`config.mk`:
```
export PLATFORM = sky130hd
export DESIGN_NAME = vrp_post
export DESIGN_NICKNAME = d
export VERILOG_FILES = /design/src/rtl/vrp_pkg.sv /design/src/rtl/vrp_post.sv
export SDC_FILE = /design/constraint.sdc
export NUM_CORES = 2
export LEC_CHECK = 0
export BUFFER_PORTS_ARGS = -buffer_cell sky130_fd_sc_hd__buf_2
export CAP_MARGIN = 10
export CORE_ASPECT_RATIO = 0.9
export CORE_UTILIZATION = 31
export CTS_CLUSTER_SIZE = 14
export DETAILED_ROUTE_END_ITERATION = 16
export GPL_TIMING_DRIVEN = 0
export PLACE_DENSITY = 0.56
export SYNTH_ARGS = -nofsm -noshare
export SYNTH_HDL_FRONTEND = slang
export SYNTH_SLANG_ARGS = --single-unit
```
`constraint.sdc`:
```
create_clock -name clk -period 6.3 [get_ports clk]
set_clock_uncertainty 0.05 [all_clocks]
set_input_delay 0.945 -clock clk [delete_from_list [all_inputs] [get_ports clk]]
set_output_delay 0.945 -clock clk [all_outputs]
set_load 0.03 [all_outputs]
```
`src/rtl/vrp_pkg.sv`:
```
`default_nettype none
package vrp_pkg;

    localparam int CORDIC_STEPS_DEF = 16;
    localparam int FRAC_BITS_DEF    = 16;

    // CORDIC datapath widths: x/y carry 16 guard bits, z is in turns (2^32 = 360 deg)
    localparam int XW = 52;
    localparam int ZW = 34;

    localparam logic [2:0] OP_RECT  = 3'd0;
    localparam logic [2:0] OP_POLAR = 3'd1;
    localparam logic [2:0] OP_ADD   = 3'd2;
    localparam logic [2:0] OP_SUB   = 3'd3;
    localparam logic [2:0] OP_NEG   = 3'd4;
    localparam logic [2:0] OP_SCALE = 3'd5;

    localparam logic [1:0] ST_OK      = 2'd0;
    localparam logic [1:0] ST_INVALID = 2'd1;
    localparam logic [1:0] ST_SAT     = 2'd2;

    localparam logic [31:0] GAIN_BASE = 32'd2608131496;
    localparam logic [31:0] GAIN_TAIL = 32'd1738754330;

    typedef struct packed {
        logic signed [XW-1:0] x;
        logic signed [XW-1:0] y;
        logic signed [ZW-1:0] z;
    } cvec_t;

    typedef struct packed {
        logic               rot;
        logic               zero;
        logic               sat;
        logic               invalid;
        logic [31:0]        mag;
        logic signed [24:0] deg;
        logic signed [31:0] xs;
        logic signed [31:0] ys;
    } side_t;

    function automatic logic [31:0] atan_turn(input logic [4:0] i);
        logic [31:0] r;
        case (i)
            5'd0:  r = 32'h20000000;
            5'd1:  r = 32'h12E4051E;
            5'd2:  r = 32'h09FB385B;
            5'd3:  r = 32'h051111D4;
            5'd4:  r = 32'h028B0D43;
            5'd5:  r = 32'h0145D7E1;
            5'd6:  r = 32'h00A2F61E;
            5'd7:  r = 32'h00517C55;
            5'd8:  r = 32'h0028BE53;
            5'd9:  r = 32'h00145F2F;
            5'd10: r = 32'h000A2F98;
            5'd11: r = 32'h000517CC;
            5'd12: r = 32'h00028BE6;
            5'd13: r = 32'h000145F3;
            5'd14: r = 32'h0000A2FA;
            5'd15: r = 32'h0000517D;
            5'd16: r = 32'h000028BE;
            5'd17: r = 32'h0000145F;
            5'd18: r = 32'h00000A30;
            5'd19: r = 32'h00000518;
            5'd20: r = 32'h0000028C;
            5'd21: r = 32'h00000146;
            5'd22: r = 32'h000000A3;
            5'd23: r = 32'h00000051;
            5'd24: r = 32'h00000029;
            5'd25: r = 32'h00000014;
            5'd26: r = 32'h0000000A;
            5'd27: r = 32'h00000005;
            5'd28: r = 32'h00000003;
            5'd29: r = 32'h00000001;
            5'd30: r = 32'h00000001;
            default: r = 32'h00000000;
        endcase
        return r;
    endfunction

    function automatic logic ovf32(input logic signed [63:0] v);
        return (v > 64'sd2147483647) || (v < -64'sd2147483648);
    endfunction

    function automatic logic signed [31:0] sat32(input logic signed [63:0] v);
        logic signed [31:0] r;
        if (v > 64'sd2147483647)
            r = 32'sh7FFFFFFF;
        else if (v < -64'sd2147483648)
            r = 32'sh80000000;
        else
            r = 32'(v);
        return r;
    endfunction

    function automatic logic signed [24:0] clamp25(input logic signed [40:0] v);
        logic signed [24:0] r;
        if (v > 41'sd16777215)
            r = 25'sh0FFFFFF;
        else if (v < -41'sd16777216)
            r = 25'sh1000000;
        else
            r = 25'(v);
        return r;
    endfunction

endpackage
`default_nettype wire

```
`src/rtl/vrp_post.sv`:
```
`default_nettype none
module vrp_post
    import vrp_pkg::*;
#(
    parameter int CORDIC_STEPS = CORDIC_STEPS_DEF,
    parameter int FRAC_BITS    = FRAC_BITS_DEF
)(
    input  wire logic         clk,
    input  wire logic         rst_n,
    input  wire logic         en,
    input  wire logic         in_valid,
    input  wire cvec_t        in_vec,
    input  wire side_t        in_side,
    output logic              out_valid,
    output logic signed [31:0] x_out,
    output logic signed [31:0] y_out,
    output logic [31:0]       magnitude,
    output logic signed [24:0] angle_deg,
    output logic [1:0]        status
);

    localparam int          STEPS_EFF = (CORDIC_STEPS > 32) ? 32 : CORDIC_STEPS;
    localparam int          GSH       = 2 * STEPS_EFF;
    localparam logic [31:0] GAIN      = (GSH < 32) ? (GAIN_BASE + (GAIN_TAIL >> GSH))
                                                   : GAIN_BASE;
    localparam logic signed [ZW-1:0] HALF_T = ZW'(64'sd2147483648);
    localparam logic signed [43:0]   LIM    = 44'sd180 <<< FRAC_BITS;

    // stage G1: gain partial products and turns to degrees
    logic               valid_g_reg;
    side_t              side_g_reg;
    logic [51:0]        phx_reg, phy_reg;
    logic [63:0]        plx_reg, ply_reg;
    logic               negx_reg, negy_reg;
    logic signed [24:0] degv_reg;
    logic [XW-1:0]      ux, uy;
    logic signed [ZW-1:0] zc;
    logic signed [43:0] z360, zr;
    logic signed [24:0] degv_next;

    always_comb
    begin
        ux = in_vec.x[XW-1] ? XW'(-in_vec.x) : XW'(in_vec.x);
        uy = in_vec.y[XW-1] ? XW'(-in_vec.y) : XW'(in_vec.y);
        if (in_vec.z > HALF_T)
            zc = HALF_T;
        else if (in_vec.z < -HALF_T)
            zc = -HALF_T;
        else
            zc = in_vec.z;
        z360 = 44'(zc) * 44'sd360;
        zr   = (z360 + (44'sd1 <<< (31 - FRAC_BITS))) >>> (32 - FRAC_BITS);
        if (zr > LIM)
            zr = LIM;
        else if (zr < -LIM)
            zr = -LIM;
        degv_next = clamp25(41'(zr));
    end

    always_ff @(posedge clk or negedge rst_n)
    begin
        if (!rst_n)
            valid_g_reg <= 1'b0;
        else if (en)
            valid_g_reg <= in_valid;
    end

    always_ff @(posedge clk)
    begin
        if (en)
        begin
            side_g_reg <= in_side;
            phx_reg    <= 52'(ux[XW-1:32]) * 52'(GAIN);
            phy_reg    <= 52'(uy[XW-1:32]) * 52'(GAIN);
            plx_reg    <= 64'(ux[31:0]) * 64'(GAIN);
            ply_reg    <= 64'(uy[31:0]) * 64'(GAIN);
            negx_reg   <= in_vec.x[XW-1];
            negy_reg   <= in_vec.y[XW-1];
            degv_reg   <= degv_next;
        end
    end

    // stage G2: finish gain, drop guard bits, saturate, pick fields
    logic               valid_o_reg;
    logic signed [31:0] x_reg, y_reg;
    logic [31:0]        mag_reg;
    logic signed [24:0] deg_reg;
    logic [1:0]         status_reg;
    logic [52:0]        mx, my;
    logic signed [53:0] vx, vy, gx, gy;
    logic signed [31:0] x_next, y_next;
    logic [31:0]        mag_next;
    logic signed [24:0] deg_next;
    logic               sat_next;
    logic [1:0]         status_next;

    always_comb
    begin
        mx = 53'(phx_reg) + 53'(plx_reg[63:32]);
        my = 53'(phy_reg) + 53'(ply_reg[63:32]);
        vx = negx_reg ? -signed'(54'(mx)) : signed'(54'(mx));
        vy = negy_reg ? -signed'(54'(my)) : signed'(54'(my));
        gx = (vx + 54'sd32768) >>> 16;
        gy = (vy + 54'sd32768) >>> 16;
        sat_next = side_g_reg.sat;
        if (side_g_reg.rot)
        begin
            x_next   = sat32(64'(gx));
            y_next   = sat32(64'(gy));
            sat_next = ovf32(64'(gx)) || ovf32(64'(gy));
            mag_next = side_g_reg.mag;
            deg_next = side_g_reg.deg;
        end
        else
        begin
            x_next   = side_g_reg.xs;
            y_next   = side_g_reg.ys;
            deg_next = degv_reg;
            if (gx < 54'sd0)
                mag_next = '0;
            else if (gx > 54'sh0FFFFFFFF)
            begin
                mag_next = 32'hFFFFFFFF;
                sat_next = 1'b1;
            end
            else
                mag_next = 32'(gx);
        end
        if (side_g_reg.zero)
        begin
            mag_next = '0;
            deg_next = '0;
        end
        if (side_g_reg.invalid)
            status_next = ST_INVALID;
        else if (sat_next)
            status_next = ST_SAT;
        else
            status_next = ST_OK;
    end

    always_ff @(posedge clk or negedge rst_n)
    begin
        if (!rst_n)
            valid_o_reg <= 1'b0;
        else if (en)
            valid_o_reg <= valid_g_reg;
    end

    always_ff @(posedge clk)
    begin
        if (en)
        begin
            x_reg      <= x_next;
            y_reg      <= y_next;
            mag_reg    <= mag_next;
            deg_reg    <= deg_next;
            status_reg <= status_next;
        end
    end

    assign out_valid = valid_o_reg;
    assign x_out     = x_reg;
    assign y_out     = y_reg;
    assign magnitude = mag_reg;
    assign angle_deg = deg_reg;
    assign status    = status_reg;

endmodule
`default_nettype wire

```
==> impl_metrics.tcl <==
set metrics [dict create \
    status "finished, violations left" \
    violations "negative setup slack" \
    hold_start "in_side[83]" \
    die_x_um 562 \
    drt_pass1_iterations 6 \
    cap_violations 0 \
    cts-htree-levels 2 \
    dp_cells 12800 \
    final_nets 12400 \
    critPathMostFrequentCell "fa_1" \
    grt_most_used_layer "met2" \
    max_freq_mhz 88.1 \
    synth_area_sq_um 87500 \
    slew_viol_final 0 \
    die_area_sq_um 284000 \
    critical_path_class "input pin to flip-flop" \
    synth_warnings 0 \
    clk_pin_slew_worst_paths_ps 60 \
    pin_count 391 \
    hold_class "input pin to flip-flop" \
    pre_cts_slack_ps -7140 \
    start_util_pct 31.3 \
    async_reset_ff_share_pct 0.456 \
    clk_path_buf_depth 3 \
    hold_depth 1 \
    final_antenna_net_count 0 \
    hold_viol 0 \
    avgSynthCellArea_sq_um 10.1 \
    cp.arrival_ps 11710 \
    mappedNetlistNets 11700 \
    num_rows 184 \
    tns_ps -727250 \
    hold_end "side_g_reg[83]$_DFFE_PP_" \
    root_buffer "clkbuf_16" \
    cts_buffers 56 \
    clk_latency_ps 740 \
    grt_usage_pct 18.7 \
    ys_seq_area_share_pct 15.0 \
    rr_worst_depth 22 \
    num-fill-cells 27900 \
    cpPeakStageDelay_ps 570 \
    drc_errors 0 \
    die_h_um 506 \
    use_met1_pct 26.1 \
    rsz0062_at_grt "true" \
    gp_congestion 0.921 \
    ys_types 107 \
    grt_pass1_vias 66900 \
    drive_gt1_share_pct 14.6 \
    largest_reg_flops 125 \
    relSlewSlack_pct 14.4 \
    cts_tree "yes" \
    synth_edf_count 437 \
    r2r_slack_ps -1840 \
    synthToLayoutAreaGrowth_pct 16.8 \
    crit_slowest_cell "fa_1" \
    max_slew.worst_pin.slew_ps 1280 \
    synthFlopType "edfxtp_1" \
    crit_path_end_kind "flip-flop" \
    crit_required_ps 6660 \
    wl_mm 266 \
    clock-sinks 439 \
    instances_no_fill 13100 \
    wl_per_cell_um 20.2 \
    setup_viol 273 \
    worst_r2r_startpoint "negx_reg$_DFFE_PP_" \
    grt_start_max_net_pins 99 \
    vias_per_cell 4.83 \
    core_sq_um 280000 \
    route.vias.total 63500 \
    fin_crit_sh_pct 180 \
    grt-ovfl-total 0 \
    grt_pass1_wl_mm 406 \
    ys_seq_elements 439 \
    grtUsageMet3_pct 2.93 \
    cp_max_fo 4 \
    drtIter0Drc 3549 \
    antenna_found_initial 21 \
    startpoint_type "input pin" \
    fin_ws_ps -5050 \
    portBuffers 390 \
    worst_r2r_endpoint "magnitude[2]$_SDFFCE_PP0P_" \
    utilization_pct 36.5 \
    place_hpwl_mm 231 \
    synthesis.instances 8672 \
    grt_util_met2_pct 30.1 \
    period_minus_slack_ps 11350 \
]
[timing repair]
item,4_1_cts,5_1_grt
buffers inserted,153,48
gates resized for setup,260,128
pin swaps,154,104
endpoints found under the setup margin,275,273
endpoints found under the hold margin,2,0
hold buffers,1,0
[synth_stat cells, types with 64 or more instances]
library cell / n / share of area, %
inv_1: 2106 / 9.0
fa_1: 1462 / 33
ha_1: 1292 / 18
edfxtp_1: 437 / 15
nand2_1: 378 / 1.6
nor2_1: 344 / 1.5
xnor2_1: 325 / 3.3
a21oi_1: 277 / 1.6
o21ai_0: 243 / 1.4
xor2_1: 164 / 1.6
nor3_1: 116 / 0.66
clkbuf_1: 113 / 0.48
nand3_1: 98 / 0.56
a21o_1: 92 / 0.79
or3_1: 73 / 0.52
and3_1: 66 / 0.47
a31oi_1: 64 / 0.46
[routing by layer]
metal	share of wire [%]	vias up
li1	-	29700
met5	0.013	-
met2	46	1486
met3	5.2	257
met4	2.7	6
met1	46	32000
[logic make-up after synthesis]
| group | synth area share, % |
|---|---|
| and+or+nand+nor | 8.83 |
| buffers and inverters | 9.71 |
| DFF | 15.0 |
| adders and majority gates | 51.9 |
| muxes | 0.577 |
| xor gates and xnor gates | 4.94 |
| AOI/OAI and AO/OA | 8.97 |
[final cells by class]
cell class | count | area [sq um] | share of cell area, %
inverter | 2107 | 7970 | 7.80
timing repair buffer | 639 | 4360 | 4.27
antenna | 2 | 5.00 | 0.00490
buffer | 142 | 683 | 0.668
sequential | 439 | 13200 | 12.9
multi-input combinational | 5983 | 69500 | 68.0
clock inverter | 39 | 388 | 0.380
clock buffer | 63 | 1430 | 1.40
tap | 3720 | 4650 | 4.55
[through the flow]
stage | instance area (sq um) | hold WS [ps]
after floorplan | 89300 | 378
after detailed placement | 96800 | 443
after global routing | 102000 | 279
after global placement | 95900 | 434
final | 102000 | 334
after CTS | 101000 | 264
[cells in the final DEF, fill, tap and decap left out, types with 35 or more instances in the layout]
| cell type | synthesis | layout |
|---|---|---|
| a21o_1 | 92 | 92 |
| nor2b_1 | 51 | 42 |
| o21a_1 | 53 | 49 |
| nand2b_1 | 59 | 57 |
| inv_1 | 2106 | 2045 |
| a31oi_1 | 64 | 57 |
| nor2_1 | 344 | 328 |
| nand4_1 | 59 | 59 |
| nand2_1 | 378 | 366 |
| fa_2 | 0 | 35 |
| or3_1 | 73 | 59 |
| o21ai_0 | 243 | 203 |
| nor3_1 | 116 | 107 |
| buf_6 | 3 | 38 |
| clkbuf_16 | 0 | 56 |
| buf_4 | 2 | 186 |
| o211ai_1 | 41 | 41 |
| nand3_1 | 98 | 91 |
| and2_1 | 62 | 51 |
| a21oi_2 | 0 | 43 |
| edfxtp_1 | 437 | 437 |
| and3_1 | 66 | 65 |
| ha_4 | 0 | 63 |
| clkbuf_1 | 113 | 101 |
| ha_1 | 1292 | 1211 |
| fa_1 | 1462 | 1427 |
| a21oi_1 | 277 | 227 |
| xnor2_1 | 325 | 255 |
| xor2_1 | 164 | 131 |
| nor4_1 | 48 | 43 |
| buf_2 | 19 | 404 |
| inv_2 | 0 | 47 |
| a211oi_1 | 47 | 40 |
| o31ai_1 | 54 | 44 |
| xnor2_2 | 0 | 48 |
| mux2i_1 | 46 | 45 |
[worst max-delay path, delay by kind of cell]
kind	cells	cell delay, ps
AND/OR/NAND/NOR	9	2900
XOR/XNOR	2	420
buffers and inverters	9	840
AO/OA/AOI/OAI	13	2630
adder cells (fa/ha/maj)	9	3940
[worst max-delay path by stage]
stage               depth (start not counted)                     to         from  slack [ps]
floorplan                                  39  phy_reg[49]$_DFFE_PP_   in_vec[35]       -5260
global placement                           37  plx_reg[63]$_DFFE_PP_  in_vec[137]       -7350
detailed placement                         39  phy_reg[51]$_DFFE_PP_   in_vec[34]       -7140
CTS                                        40  phy_reg[49]$_DFFE_PP_   in_vec[34]       -5000
global route                               41  phy_reg[49]$_DFFE_PP_   in_vec[34]       -5260
finish                                     42  phy_reg[49]$_DFFE_PP_   in_vec[34]       -5050
Power is left out: the tool's default activity adds up to more than one toggle a clock period on the data nets, which glitch-free logic cannot reach.
