==> config.mk <==
export PLATFORM = sky130hd
export DESIGN_NAME = vrp_cordic_stage
export DESIGN_NICKNAME = d
export VERILOG_FILES = /design/src/rtl/vrp_pkg.sv /design/src/rtl/vrp_cordic_stage.sv
export SDC_FILE = /design/constraint.sdc
export NUM_CORES = 1
export LEC_CHECK = 0
export BUFFER_PORTS_ARGS = -buffer_cell sky130_fd_sc_hd__buf_4
export CORE_AREA = 2 2 216 218
export CTS_BUF_LIST = sky130_fd_sc_hd__clkbuf_4
export DETAILED_ROUTE_END_ITERATION = 10
export DIE_AREA = 0 0 218 220
export MAX_ROUTING_LAYER = met4
export PLACE_DENSITY = 0.67
export SYNTH_ARGS = -nofsm -noshare
export SYNTH_HDL_FRONTEND = slang
export SYNTH_SLANG_ARGS = --single-unit
==> constraint.sdc <==
create_clock -name clk -period 1 [get_ports clk]
set_input_delay 0.2 -clock clk [delete_from_list [all_inputs] [get_ports clk]]
set_output_delay 0.2 -clock clk [all_outputs]
set_load 0.005 [all_outputs]
==> src/rtl/vrp_pkg.sv <==
`default_nettype none
package vrp_pkg;

    localparam int CORDIC_STEPS_DEF = 16;
    localparam int FRAC_BITS_DEF    = 16;

    // CORDIC datapath widths: x/y carry 16 guard bits, z is in turns (2^32 = 360 deg)
    localparam int XW = 52;
    localparam int ZW = 34;

    localparam logic [2:0] OP_RECT  = 3'd0;
    localparam logic [2:0] OP_POLAR = 3'd1;
    localparam logic [2:0] OP_ADD   = 3'd2;
    localparam logic [2:0] OP_SUB   = 3'd3;
    localparam logic [2:0] OP_NEG   = 3'd4;
    localparam logic [2:0] OP_SCALE = 3'd5;

    localparam logic [1:0] ST_OK      = 2'd0;
    localparam logic [1:0] ST_INVALID = 2'd1;
    localparam logic [1:0] ST_SAT     = 2'd2;

    localparam logic [31:0] GAIN_BASE = 32'd2608131496;
    localparam logic [31:0] GAIN_TAIL = 32'd1738754330;

    typedef struct packed {
        logic signed [XW-1:0] x;
        logic signed [XW-1:0] y;
        logic signed [ZW-1:0] z;
    } cvec_t;

    typedef struct packed {
        logic               rot;
        logic               zero;
        logic               sat;
        logic               invalid;
        logic [31:0]        mag;
        logic signed [24:0] deg;
        logic signed [31:0] xs;
        logic signed [31:0] ys;
    } side_t;

    function automatic logic [31:0] atan_turn(input logic [4:0] i);
        logic [31:0] r;
        case (i)
            5'd0:  r = 32'h20000000;
            5'd1:  r = 32'h12E4051E;
            5'd2:  r = 32'h09FB385B;
            5'd3:  r = 32'h051111D4;
            5'd4:  r = 32'h028B0D43;
            5'd5:  r = 32'h0145D7E1;
            5'd6:  r = 32'h00A2F61E;
            5'd7:  r = 32'h00517C55;
            5'd8:  r = 32'h0028BE53;
            5'd9:  r = 32'h00145F2F;
            5'd10: r = 32'h000A2F98;
            5'd11: r = 32'h000517CC;
            5'd12: r = 32'h00028BE6;
            5'd13: r = 32'h000145F3;
            5'd14: r = 32'h0000A2FA;
            5'd15: r = 32'h0000517D;
            5'd16: r = 32'h000028BE;
            5'd17: r = 32'h0000145F;
            5'd18: r = 32'h00000A30;
            5'd19: r = 32'h00000518;
            5'd20: r = 32'h0000028C;
            5'd21: r = 32'h00000146;
            5'd22: r = 32'h000000A3;
            5'd23: r = 32'h00000051;
            5'd24: r = 32'h00000029;
            5'd25: r = 32'h00000014;
            5'd26: r = 32'h0000000A;
            5'd27: r = 32'h00000005;
            5'd28: r = 32'h00000003;
            5'd29: r = 32'h00000001;
            5'd30: r = 32'h00000001;
            default: r = 32'h00000000;
        endcase
        return r;
    endfunction

    function automatic logic ovf32(input logic signed [63:0] v);
        return (v > 64'sd2147483647) || (v < -64'sd2147483648);
    endfunction

    function automatic logic signed [31:0] sat32(input logic signed [63:0] v);
        logic signed [31:0] r;
        if (v > 64'sd2147483647)
            r = 32'sh7FFFFFFF;
        else if (v < -64'sd2147483648)
            r = 32'sh80000000;
        else
            r = 32'(v);
        return r;
    endfunction

    function automatic logic signed [24:0] clamp25(input logic signed [40:0] v);
        logic signed [24:0] r;
        if (v > 41'sd16777215)
            r = 25'sh0FFFFFF;
        else if (v < -41'sd16777216)
            r = 25'sh1000000;
        else
            r = 25'(v);
        return r;
    endfunction

endpackage
`default_nettype wire

==> src/rtl/vrp_cordic_stage.sv <==
`default_nettype none
module vrp_cordic_stage
    import vrp_pkg::*;
#(
    parameter int STAGE = 0
)(
    input  wire logic  clk,
    input  wire logic  rst_n,
    input  wire logic  en,
    input  wire logic  in_valid,
    input  wire cvec_t in_vec,
    input  wire side_t in_side,
    output logic       out_valid,
    output cvec_t      out_vec,
    output side_t      out_side
);

    logic                 valid_reg;
    cvec_t                vec_reg;
    side_t                side_reg;
    cvec_t                vec_next;
    logic signed [XW-1:0] dx;
    logic signed [XW-1:0] dy;
    logic signed [ZW-1:0] da;
    logic                 ccw;

    always_comb
    begin
        dx  = in_vec.y >>> STAGE;
        dy  = in_vec.x >>> STAGE;
        da  = signed'(ZW'(atan_turn(5'(STAGE))));
        // rotation follows the residual angle, vectoring drives y to zero
        ccw = in_side.rot ? !in_vec.z[ZW-1] : in_vec.y[XW-1];
        if (ccw)
        begin
            vec_next.x = in_vec.x - dx;
            vec_next.y = in_vec.y + dy;
            vec_next.z = in_vec.z - da;
        end
        else
        begin
            vec_next.x = in_vec.x + dx;
            vec_next.y = in_vec.y - dy;
            vec_next.z = in_vec.z + da;
        end
    end

    always_ff @(posedge clk or negedge rst_n)
    begin
        if (!rst_n)
            valid_reg <= 1'b0;
        else if (en)
            valid_reg <= in_valid;
    end

    always_ff @(posedge clk)
    begin
        if (en)
        begin
            vec_reg  <= vec_next;
            side_reg <= in_side;
        end
    end

    assign out_valid = valid_reg;
    assign out_vec   = vec_reg;
    assign out_side  = side_reg;

endmodule
`default_nettype wire

==> metrics.md, run 1 <==
| Metric | Value |
|---|---|
| Worst EP required | `1.57 ns` |
| Post-synth cell types | `79` |
| HP Class | `input port to register` |
| Iter 0 DRT Violations | `2271` |
| Mapped Avg Cell Area | `9.825 µm²` |
| Die ar. | `47960 µm²` |
| Fin crit period | `2.426 ns` |
| Max stage delay on crit path | `0.41 ns` |
| Worst setup path class | `input port to register` |
| Crit share post-route | `242.6%` |
| Share of total power in sequential cells | `31.3%` |
| CTS Root Buffer Type | `clkbuf_4` |
| Synthesized cell area | `17990 µm²` |
| Levels on crit path | `14` |
| GPL Wtd Cong | `1.054` |
| Status | `finished with violations` |
| Layout cell share with drive strength beyond 1 | `55.53%` |
| CORE AREA | `45860 µm²` |
| Design Power | `47.27 mW` |
| Dpl ws | `-2.400 ns` |
| Synth Instances | `1831` |
| TritonCTS Buffers | `75` |
| Critical Path Fanout Max | `3` |
| Warnings from Yosys | `0` |
| Net Sw Frac | `36.17%` |
| Final number of setup-violating endpoints | `365` |
| CP max-delay cell | `a221o_1` |
| Internal power | `30.17 mW` |
| CP endpoint kind | `register` |
| Global route total overflow | `0` |
| Worst R2R Setup Slack | `0.21 ns` |
| Clock Latency Late Sink | `0.85 ns` |
| Largest net degree at the start of global routing | `44` |
| Vias per Instance | `5.694` |
| CTS Buffer Depth | `3` |
| Slew @ Worst Pin | `0.6967 ns` |
| # port buffers | `530` |
| Setup tns final | `-259.93 ns` |
| FF-to-FF Start | `out_valid` |
| Primary FF master, synth | `edfxtp_1` |
| H-tree depth | `3` |
| Fin Hold WS | `-0.2134 ns` |
| Pwr Density | `1328 nW/µm²` |
| Leakage Power | `15.93 nW` |
| VDD IR max | `1027 µV` |
| Top cell type's share of synthesized area | `43.73%` |
| Final hold viol count | `1` |
| Io pins | `531` |
| DIE WIDTH | `218 µm` |
| Slew Limit Fails | `0` |
| Most common cell after layout, fill and taps aside | `buf_4` |
| Fin area | `35600 µm²` |
| Tot GR Track Use | `42.36%` |
| Setup crit start | `in_vec[35]` |
| Post-DP HPWL | `74.95 mm` |
| Vias post-DR | `22960` |
| Worst reg2reg path depth | `1` |
| Area leader, netlist | `edfxtp_1` |
| Post-synth EDFFs | `262` |
| Setup crit end | `out_vec[131]` |
| Register area share after synthesis | `43.87%` |
| CTS tree | `done` |
| Delay-heaviest family, CP | `compound AO/OA/AOI/OAI gates` |
| Final Skew | `0 ns` |
| Crit-path cells | `buf_4 > inv_4 > ha_4 > a211o_1 > a221o_1 > o31ai_4 > o211a_1 > buf_6 > nor3_2 > or3b_4 > o21a_4 > a31oi_4 > a221oi_2 > xnor2_1` |
| Initial antenna violation count | `9` |
| Post-DRT Antenna Nets | `0` |
| Yosys reg bits | `263` |
| Detailed Route WL | `111.1 mm` |
| Remaining DRCs | `0` |
| Most frequent cells in the layout | `1029 x buf_4, 284 x buf_6, 262 x edfxtp_1` |
| First-pass GRT wire length | `145.1 mm` |
| Kind of start point of the critical path | `input port` |
| Syn_nets | `2274` |
| Clock Power Share | `25.9%` |
| Area delta synth->final | `97.89%` |
| FFs w/ async S/R, synth | `0.3802%` |
| Vias in the first global route | `22490` |
| Psw | `17.10 mW` |
| R2r endpoint | `out_valid` |
| Ranking of synthesized cells by area | `edfxtp_1 44%, ha_1 12%, a21oi_1 5.8%` |
| Max Cap Viol | `0` |
| Die height | `220 µm` |
| TritonRoute pass-1 iters | `6` |
| Final nets | `3800` |
| Max_slew headroom | `53.17%` |
| CP arrival | `3.00 ns` |
| DP Area | `29020 µm²` |
| Clock sink total | `263` |
| Clk slew on worst S/H paths | `0.09 ns` |
| Unrepaired setup endpoints after global routing | `true` |
| WL/cell | `27.54 µm` |
| CP Buf/Inv Count | `3` |
| Logic pwr share | `42.8%` |
| Failing checks | `hold timing, setup timing` |
| Setup ws final | `-1.426 ns` |
| Fmax | `0.4122 GHz` |
| Initial Util | `39.22%` |
| FP Rows | `79` |
[metal layers]
metal	GRT usage, %	routed length, µm
met5	-	0
met4	22.88	9181
met3	7.826	11910
met2	68.95	50030
met1	49.81	39930
[per-stage QoR]
stage	utilization, %	std cells
after floorplan	-	1831
after global placement	63.27	3624
after global routing	77.61	4029
after detailed placement	63.27	3624
after CTS	74.57	3983
final	77.62	4032
[kinds of logic (layout without fill, tap and decap cells)]
logic type | after synthesis | in the layout | synth area share [%]
fa+ha+maj | 176 | 176 | 12.41
buf+inv | 231 | 1811 | 5.035
xor+xnor | 104 | 104 | 5.063
simple gates | 432 | 432 | 11.31
flops | 263 | 263 | 43.87
other cells | 0 | 14 | 0
mux | 25 | 25 | 1.405
compound gates | 600 | 600 | 20.91
[what timing repair did]
| action | in CTS | in global routing |
|---|---|---|
| setup buffers | 69 | 55 |
| hold endpoints to repair | 294 | 2 |
| setup endpoints to repair | 361 | 365 |
| gates resized for setup | 471 | 266 |
| hold buffers | 172 | 1 |
| pin swaps | 185 | 165 |
[cell usage after synthesis (13+ instances only)]
library cell and instances:
edfxtp_1 262, a21oi_1 210, ha_1 172, inv_1 142, nor2_1 131, nand2_1 112, o21ai_0 102, xnor2_1 96
o21bai_1 44, a21o_1 39, nor3_1 39, nand3_1 37, o21ai_1 36, clkbuf_1 34, mux2i_1 23, nand4_1 23
a31oi_1 22, nor2b_1 21, a211oi_1 20, buf_2 19, buf_1 17, nor4_1 17, o31ai_1 16, nand2b_1 14
o211ai_1 13
[worst min path at each step]
stage	from	slack [ns]	end	cells past startpoint
finish	in_vec[30]	-0.21	out_vec[30]	2
global route	in_vec[30]	-0.21	out_vec[30]	2
CTS	in_vec[119]	0.004	out_vec[67]	4
detailed placement	rst_n	-0.02	out_valid	1
global placement	rst_n	-0.02	out_valid	1
floorplan	rst_n	-0.1	out_valid	0
[sequential cells by signal, indices dropped and copies added (netlist names)]
| signal | flops |
|---|---|
| out_vec | 137 |
| out_side | 125 |
| out_valid | 1 |
[power by group through the flow]
stage                     Combinational (mW)  Clock, mW  Sequential [mW]
after floorplan                         5.92          0             14.6
final                                   20.2       12.2             14.8
after global placement                  15.4          0             14.7
after CTS                               18.1       11.4             14.6
after detailed placement                15.5          0             14.7
after global routing                    20.9       12.6             14.8
[layout make-up]
cell class	count	area, µm²
Timing Repair Buffer	1523	13330
Multi-Input combinational cell	1337	11890
Fill cell	2925	10260
Sequential cell	263	7893
Tap cell	607	759.5
Clock buffer	99	743.2
Inverter	157	678.2
Clock inverter	32	272.8
Antenna cell	14	35.03
No activity file was read; power rests on OpenSTA's default activity.
==> inputs of run 2 (changes only) <==
==> config.mk (replaced) <==
export PLATFORM = sky130hd
export DESIGN_NAME = vrp_cordic_stage
export DESIGN_NICKNAME = d
export VERILOG_FILES = /design/src/rtl/vrp_pkg.sv /design/src/rtl/vrp_cordic_stage.sv
export SDC_FILE = /design/constraint.sdc
export NUM_CORES = 1
export LEC_CHECK = 0
export CORE_AREA = 2 2 216 218
export CTS_BUF_LIST = sky130_fd_sc_hd__clkbuf_4
export DETAILED_ROUTE_END_ITERATION = 10
export DIE_AREA = 0 0 218 220
export DONT_BUFFER_PORTS = 1
export PLACE_DENSITY = 0.57
export SYNTH_ARGS = -nofsm -noshare
export SYNTH_HDL_FRONTEND = slang
export SYNTH_SLANG_ARGS = --single-unit
==> constraint.sdc (replaced) <==
create_clock -name clk -period 2.3 [get_ports clk]
set_input_delay 0.46 -clock clk [delete_from_list [all_inputs] [get_ports clk]]
set_output_delay 0.46 -clock clk [all_outputs]
set_load 0.005 [all_outputs]
==> metrics.md, run 2 (synthesis gave the netlist of run 1 again) <==
| Metric | Value |
|---|---|
| Design Power | `17.27 mW` |
| Worst EP required | `2.88 ns` |
| Layout cell share with drive strength beyond 1 | `37.43%` |
| Slew @ Worst Pin | `0.9060 ns` |
| HP Class | `input port to register` |
| Worst R2R Setup Slack | `0.97 ns` |
| Critical Path Fanout Max | `4` |
| Remaining DRCs | `0` |
| Psw | `5.878 mW` |
| CP arrival | `3.12 ns` |
| CORE AREA | `45860 µm²` |
| Final nets | `3061` |
| Logic pwr share | `32.6%` |
| Initial Util | `39.22%` |
| Most frequent cells in the layout | `600 x buf_4, 262 x edfxtp_1, 166 x a21oi_1` |
| Die height | `220 µm` |
| Core Util, Final | `60.23%` |
| Fin crit period | `2.544 ns` |
| # port buffers | `0` |
| Global route total overflow | `0` |
| Clock Power Share | `29.0%` |
| CP Buf/Inv Count | `4` |
| Worst reg2reg path depth | `2` |
| Fmax | `0.3931 GHz` |
| Fin Hold WS | `-0.2527 ns` |
| Max reg flops | `137` |
| Worst setup path class | `input port to register` |
| Clock sink total | `263` |
| CP max-delay cell | `fa_2` |
| M1 WL | `33.92 mm` |
| R2r endpoint | `out_valid` |
| Fillcell total | `3938` |
| GPL Wtd Cong | `1.091` |
| Crit share post-route | `110.6%` |
| WL/cell | `26.03 µm` |
| Slew Limit Fails | `0` |
| Max_slew headroom | `39.60%` |
| FF-to-FF Start | `out_valid` |
| DIE WIDTH | `218 µm` |
| Tot GR Track Use | `34.44%` |
| Post-DRT Antenna Nets | `0` |
| Most common cell after layout, fill and taps aside | `buf_4` |
| Non-Filler Instances | `3289` |
| First-pass GRT wire length | `121.0 mm` |
| TritonCTS Buffers | `73` |
| Hold Startpoint | `en` |
| Vias post-DR | `18330` |
| Most Frequent Cell on Critical Path | `buf_4` |
| Final Skew | `0 ns` |
| CTS Buffer Depth | `3` |
| Area delta synth->final | `53.55%` |
| Delay-heaviest family, CP | `compound AO/OA/AOI/OAI gates` |
| Clk slew on worst S/H paths | `0.07 ns` |
| Unrepaired setup endpoints after global routing | `true` |
| Iter 0 DRT Violations | `1759` |
| Pwr Density | `625.2 nW/µm²` |
| Failing checks | `hold timing, setup timing` |
| Final hold viol count | `31` |
| H-tree depth | `3` |
| CTS tree | `done` |
| Share of total power in sequential cells | `38.3%` |
| Die ar. | `47960 µm²` |
| Crit-path cells | `clkinvlp_4 > buf_4 > fa_2 > o21bai_4 > a2111oi_4 > buf_4 > o21ai_4 > o21ai_2 > a211oi_2 > o2111ai_2 > a211oi_2 > buf_4 > nor3_1 > nor2_1 > xnor2_1` |
| Worst Hold Path EP | `out_vec[122]` |
| CTS Root Buffer Type | `clkbuf_4` |
| Hold buffer count at CTS | `163` |
| Largest net degree at the start of global routing | `264` |
| Final number of setup-violating endpoints | `31` |
| Initial antenna violation count | `8` |
| Vias in the first global route | `18330` |
| Kind of start point of the critical path | `input port` |
| CP endpoint kind | `register` |
| Vias per Instance | `5.573` |
| Max Cap Viol | `0` |
| Met3 WL post-DR | `7.210 mm` |
| Placed Instances | `2958` |
| TritonRoute pass-1 iters | `6` |
| Net Sw Frac | `34.04%` |
| Metal2 WL | `41.17 mm` |
| Uppermost layer routed | `met5` |
| Leakage Power | `11.70 nW` |
| Worst hold stages | `0` |
| Clock Latency Late Sink | `0.79 ns` |
| Setup tns final | `-3.006 ns` |
| Detailed Route WL | `85.61 mm` |
| Setup ws final | `-0.2437 ns` |
| Max stage delay on crit path | `0.36 ns` |
| Io pins | `531` |
| Internal power | `11.39 mW` |
| VDD IR max | `524.1 µV` |
| Post-DP HPWL | `66.75 mm` |
| Status | `finished with violations` |
| FP Rows | `79` |
run 2: area by class of cell:
class / count / area [µm²] / share of cell area [%]
diodes: 5 / 12.51 / 0.04529
clock buffers: 99 / 743.2 / 2.690
clock inverters: 35 / 301.5 / 1.092
inverters: 157 / 664.4 / 2.405
multi-input cells: 1337 / 10770 / 39.00
flip-flops and latches: 263 / 7893 / 28.57
well taps: 607 / 759.5 / 2.749
repair buffers: 786 / 6477 / 23.45
run 2: metal layers:
metal	vias up	track usage [%]
met5	-	0
met2	937	58.16
met3	173	7.660
met1	8934	42.43
met4	2	14.35
li1	8284	-
run 2: worst max path at each step:
stage,to,depth (start not counted),startpoint,slack [ns]
floorplan,out_vec[131],12,in_vec[35],-0.72
global placement,out_vec[75],13,in_vec[62],-1.18
detailed placement,out_vec[124],14,in_vec[35],-1.19
CTS,out_vec[133],13,in_vec[35],-0.10
global route,out_vec[131],13,in_vec[35],-0.24
finish,out_vec[120],15,in_vec[35],-0.24
run 2: power groups by stage:
stage	combinational (mW)	clock [mW]	sequential [mW]
2_1_floorplan	2.53	0	6.35
3_3_place_gp	4.84	0	6.72
3_5_place_dp	4.85	0	6.68
4_1_cts	5.33	5.06	6.61
5_1_grt	5.97	5.33	6.63
6_report	5.64	5.01	6.62
run 2: worst reg2reg max path, stage by stage (launching register included):
cell           delay (ns)
dfrtp_1              0.40
mux2_2               0.26
dlygate4sd3_1        0.55
run 2: what timing repair did:
action                                  in CTS  in global routing
resized for setup                           81                114
hold endpoints to repair                   424                175
setup buffers                               19                 19
pin swaps                                   54                 84
endpoints found under the setup margin      41                 50
run 2: stage by stage:
step,cell area (µm²),setup WS [ns]
2_1_floorplan,18910,-0.7230
3_3_place_gp,23790,-1.185
3_5_place_dp,23790,-1.186
4_1_cts,26990,-0.1040
5_1_grt,27620,-0.2409
6_report,27620,-0.2437
==> inputs of run 3 (changes only) <==
--- a/config.mk
+++ b/config.mk
@@ -10,6 +10,7 @@
 export DETAILED_ROUTE_END_ITERATION = 10
 export DIE_AREA = 0 0 218 220
 export DONT_BUFFER_PORTS = 1
+export GPL_TIMING_DRIVEN = 0
 export PLACE_DENSITY = 0.57
 export SYNTH_ARGS = -nofsm -noshare
 export SYNTH_HDL_FRONTEND = slang
==> metrics.md, run 3 (synthesis gave the netlist of run 1 again) <==
| Metric | Value |
|---|---|
| CP Buf/Inv Count | `4` |
| Final number of setup-violating endpoints | `42` |
| Die height | `220 µm` |
| Iter 0 DRT Violations | `1844` |
| GPL Wtd Cong | `1.059` |
| Global route total overflow | `0` |
| Unrepaired setup endpoints after global routing | `true` |
| Clock sink total | `263` |
| Setup ws final | `-0.3646 ns` |
| Fin area | `23880 µm²` |
| CP arrival | `3.19 ns` |
| DIE WIDTH | `218 µm` |
| Setup crit start | `in_vec[100]` |
| Fmax | `0.3753 GHz` |
| Design Power | `15.45 mW` |
| Slew @ Worst Pin | `1.274 ns` |
| Dpl ws | `-1.647 ns` |
| Crit-path cells | `ha_4 > buf_8 > nor4_4 > nand3_2 > a211oi_4 > nor3_4 > buf_6 > buf_12 > nor3_4 > buf_4 > o211ai_1 > o21ai_2 > a21oi_2 > xnor2_2` |
| CP max-delay cell | `o21ai_2` |
| Most common cell after layout, fill and taps aside | `edfxtp_1` |
| CTS tree | `done` |
| HP Class | `input port to register` |
| Crit share post-route | `115.9%` |
| Most Frequent Cell on Critical Path | `nor3_4` |
| Post-DRT Antenna Nets | `0` |
| Clock Latency Late Sink | `0.81 ns` |
| Global Route met3 Usage | `6.694%` |
| Core Util, Final | `52.06%` |
| Vias in the first global route | `16030` |
| VDD IR max | `456.1 µV` |
| Final Skew | `0 ns` |
| Delay-heaviest family, CP | `compound AO/OA/AOI/OAI gates` |
| Failing checks | `hold timing, setup timing` |
| Largest net degree at the start of global routing | `264` |
| TritonRoute pass-1 iters | `5` |
| CTS Root Buffer Type | `clkbuf_4` |
| Max_slew headroom | `15.06%` |
| Area delta synth->final | `32.72%` |
| Hold Startpoint | `en` |
| Status | `finished with violations` |
| Die ar. | `47960 µm²` |
| Vias per Instance | `6.039` |
| Max Cap Viol | `0` |
| Critical Path Fanout Max | `5` |
| First-pass GRT wire length | `113.8 mm` |
| FP Rows | `79` |
| Kind of start point of the critical path | `input port` |
| Most frequent cells in the layout | `262 x edfxtp_1, 161 x dlygate4sd3_1, 156 x a21oi_1` |
| Gr busiest metal | `met2` |
| Io pins | `531` |
| Initial Util | `39.22%` |
| TritonCTS Buffers | `70` |
| Max stage delay on crit path | `0.34 ns` |
| Detailed Route WL | `82.35 mm` |
| CP endpoint kind | `register` |
| Initial antenna violation count | `5` |
| Pwr Density | `646.9 nW/µm²` |
| CORE AREA | `45860 µm²` |
| WL/cell | `29.71 µm` |
| DP Area | `19670 µm²` |
| Fin Hold WS | `-0.2670 ns` |
| Non-Filler Instances | `2772` |
| # port buffers | `0` |
| Tot GR Track Use | `32.91%` |
| FF-to-FF Start | `out_valid` |
| Max reg flops | `137` |
| Clk slew on worst S/H paths | `0.06 ns` |
| Leakage Power | `9.151 nW` |
| H-tree depth | `3` |
| Post-DP HPWL | `62.93 mm` |
| Fin crit period | `2.665 ns` |
| Remaining DRCs | `0` |
| Worst setup path class | `input port to register` |
| Fillcell total | `4237` |
| Final nets | `2558` |
| Setup tns final | `-7.658 ns` |
| Vias post-DR | `16740` |
| Slew Limit Fails | `0` |
| Placed Instances | `2438` |
| Hold buffer count at CTS | `161` |
| Worst EP required | `2.82 ns` |
| Layout cell share with drive strength beyond 1 | `23.48%` |
| Met1 usage in global routing | `41.76%` |
| Final hold viol count | `41` |
| CTS Buffer Depth | `3` |
| Met2 Usage GRT | `54.47%` |
[run 3: where the power goes]
| part | internal [mW] | switching, mW | total (mW) |
|---|---|---|---|
| Combinational | 1.83 | 2.85 | 4.68 |
| Sequential | 6.05 | 0.479 | 6.53 |
| Clock | 2.12 | 2.11 | 4.23 |
| Total | 10.0 | 5.44 | 15.4 |
[run 3: per-layer routing]
layer	wire [µm]	vias to the layer above	share of wire (%)
li1	-	7297	-
met1	32780	8288	40
met2	39120	970	47
met3	6698	180	8.1
met4	3729	4	4.5
met5	27	-	0.033
[run 3: path summary, 6_finish.rpt]
check | endpoint | slack, ns | depth (start not counted)
worst min register to register | out_valid | 1.13 | 2
max in group asynchronous | out_valid | 1.77 | 2
worst min-delay path | out_vec[60] | -0.27 | 0
worst max-delay path | out_vec[69] | -0.36 | 14
min in group asynchronous | out_valid | 0.41 | 2
worst max register to register | out_valid | 0.94 | 2
[run 3: layout make-up]
class                      instances  area (µm²)  area share [%]
multi-input combinational       1337       11070           46.37
inverter                         157       673.1           2.819
antenna                            6       15.01         0.06289
tap                              607       759.5           3.181
clock inverter                    29       200.2          0.8385
timing repair buffer             212        2086           8.736
sequential                       263        7893           33.06
clock buffer                      87       653.1           2.736
buffer                            74       525.5           2.201
[run 3: timing repair]
| item | in CTS | in global routing |
|---|---|---|
| pin swaps | 51 | 76 |
| endpoints found under the hold margin | 422 | 126 |
| endpoints found under the setup margin | 68 | 61 |
| resized for setup | 135 | 159 |
| setup buffers | 27 | 26 |
| gates cloned | 1 | 0 |
[run 3: worst register-to-register path, cell delays in order, from the launching register on]
cell,delay (ns)
dfrtp_1,0.41
mux2_2,0.26
dlygate4sd3_1,0.57
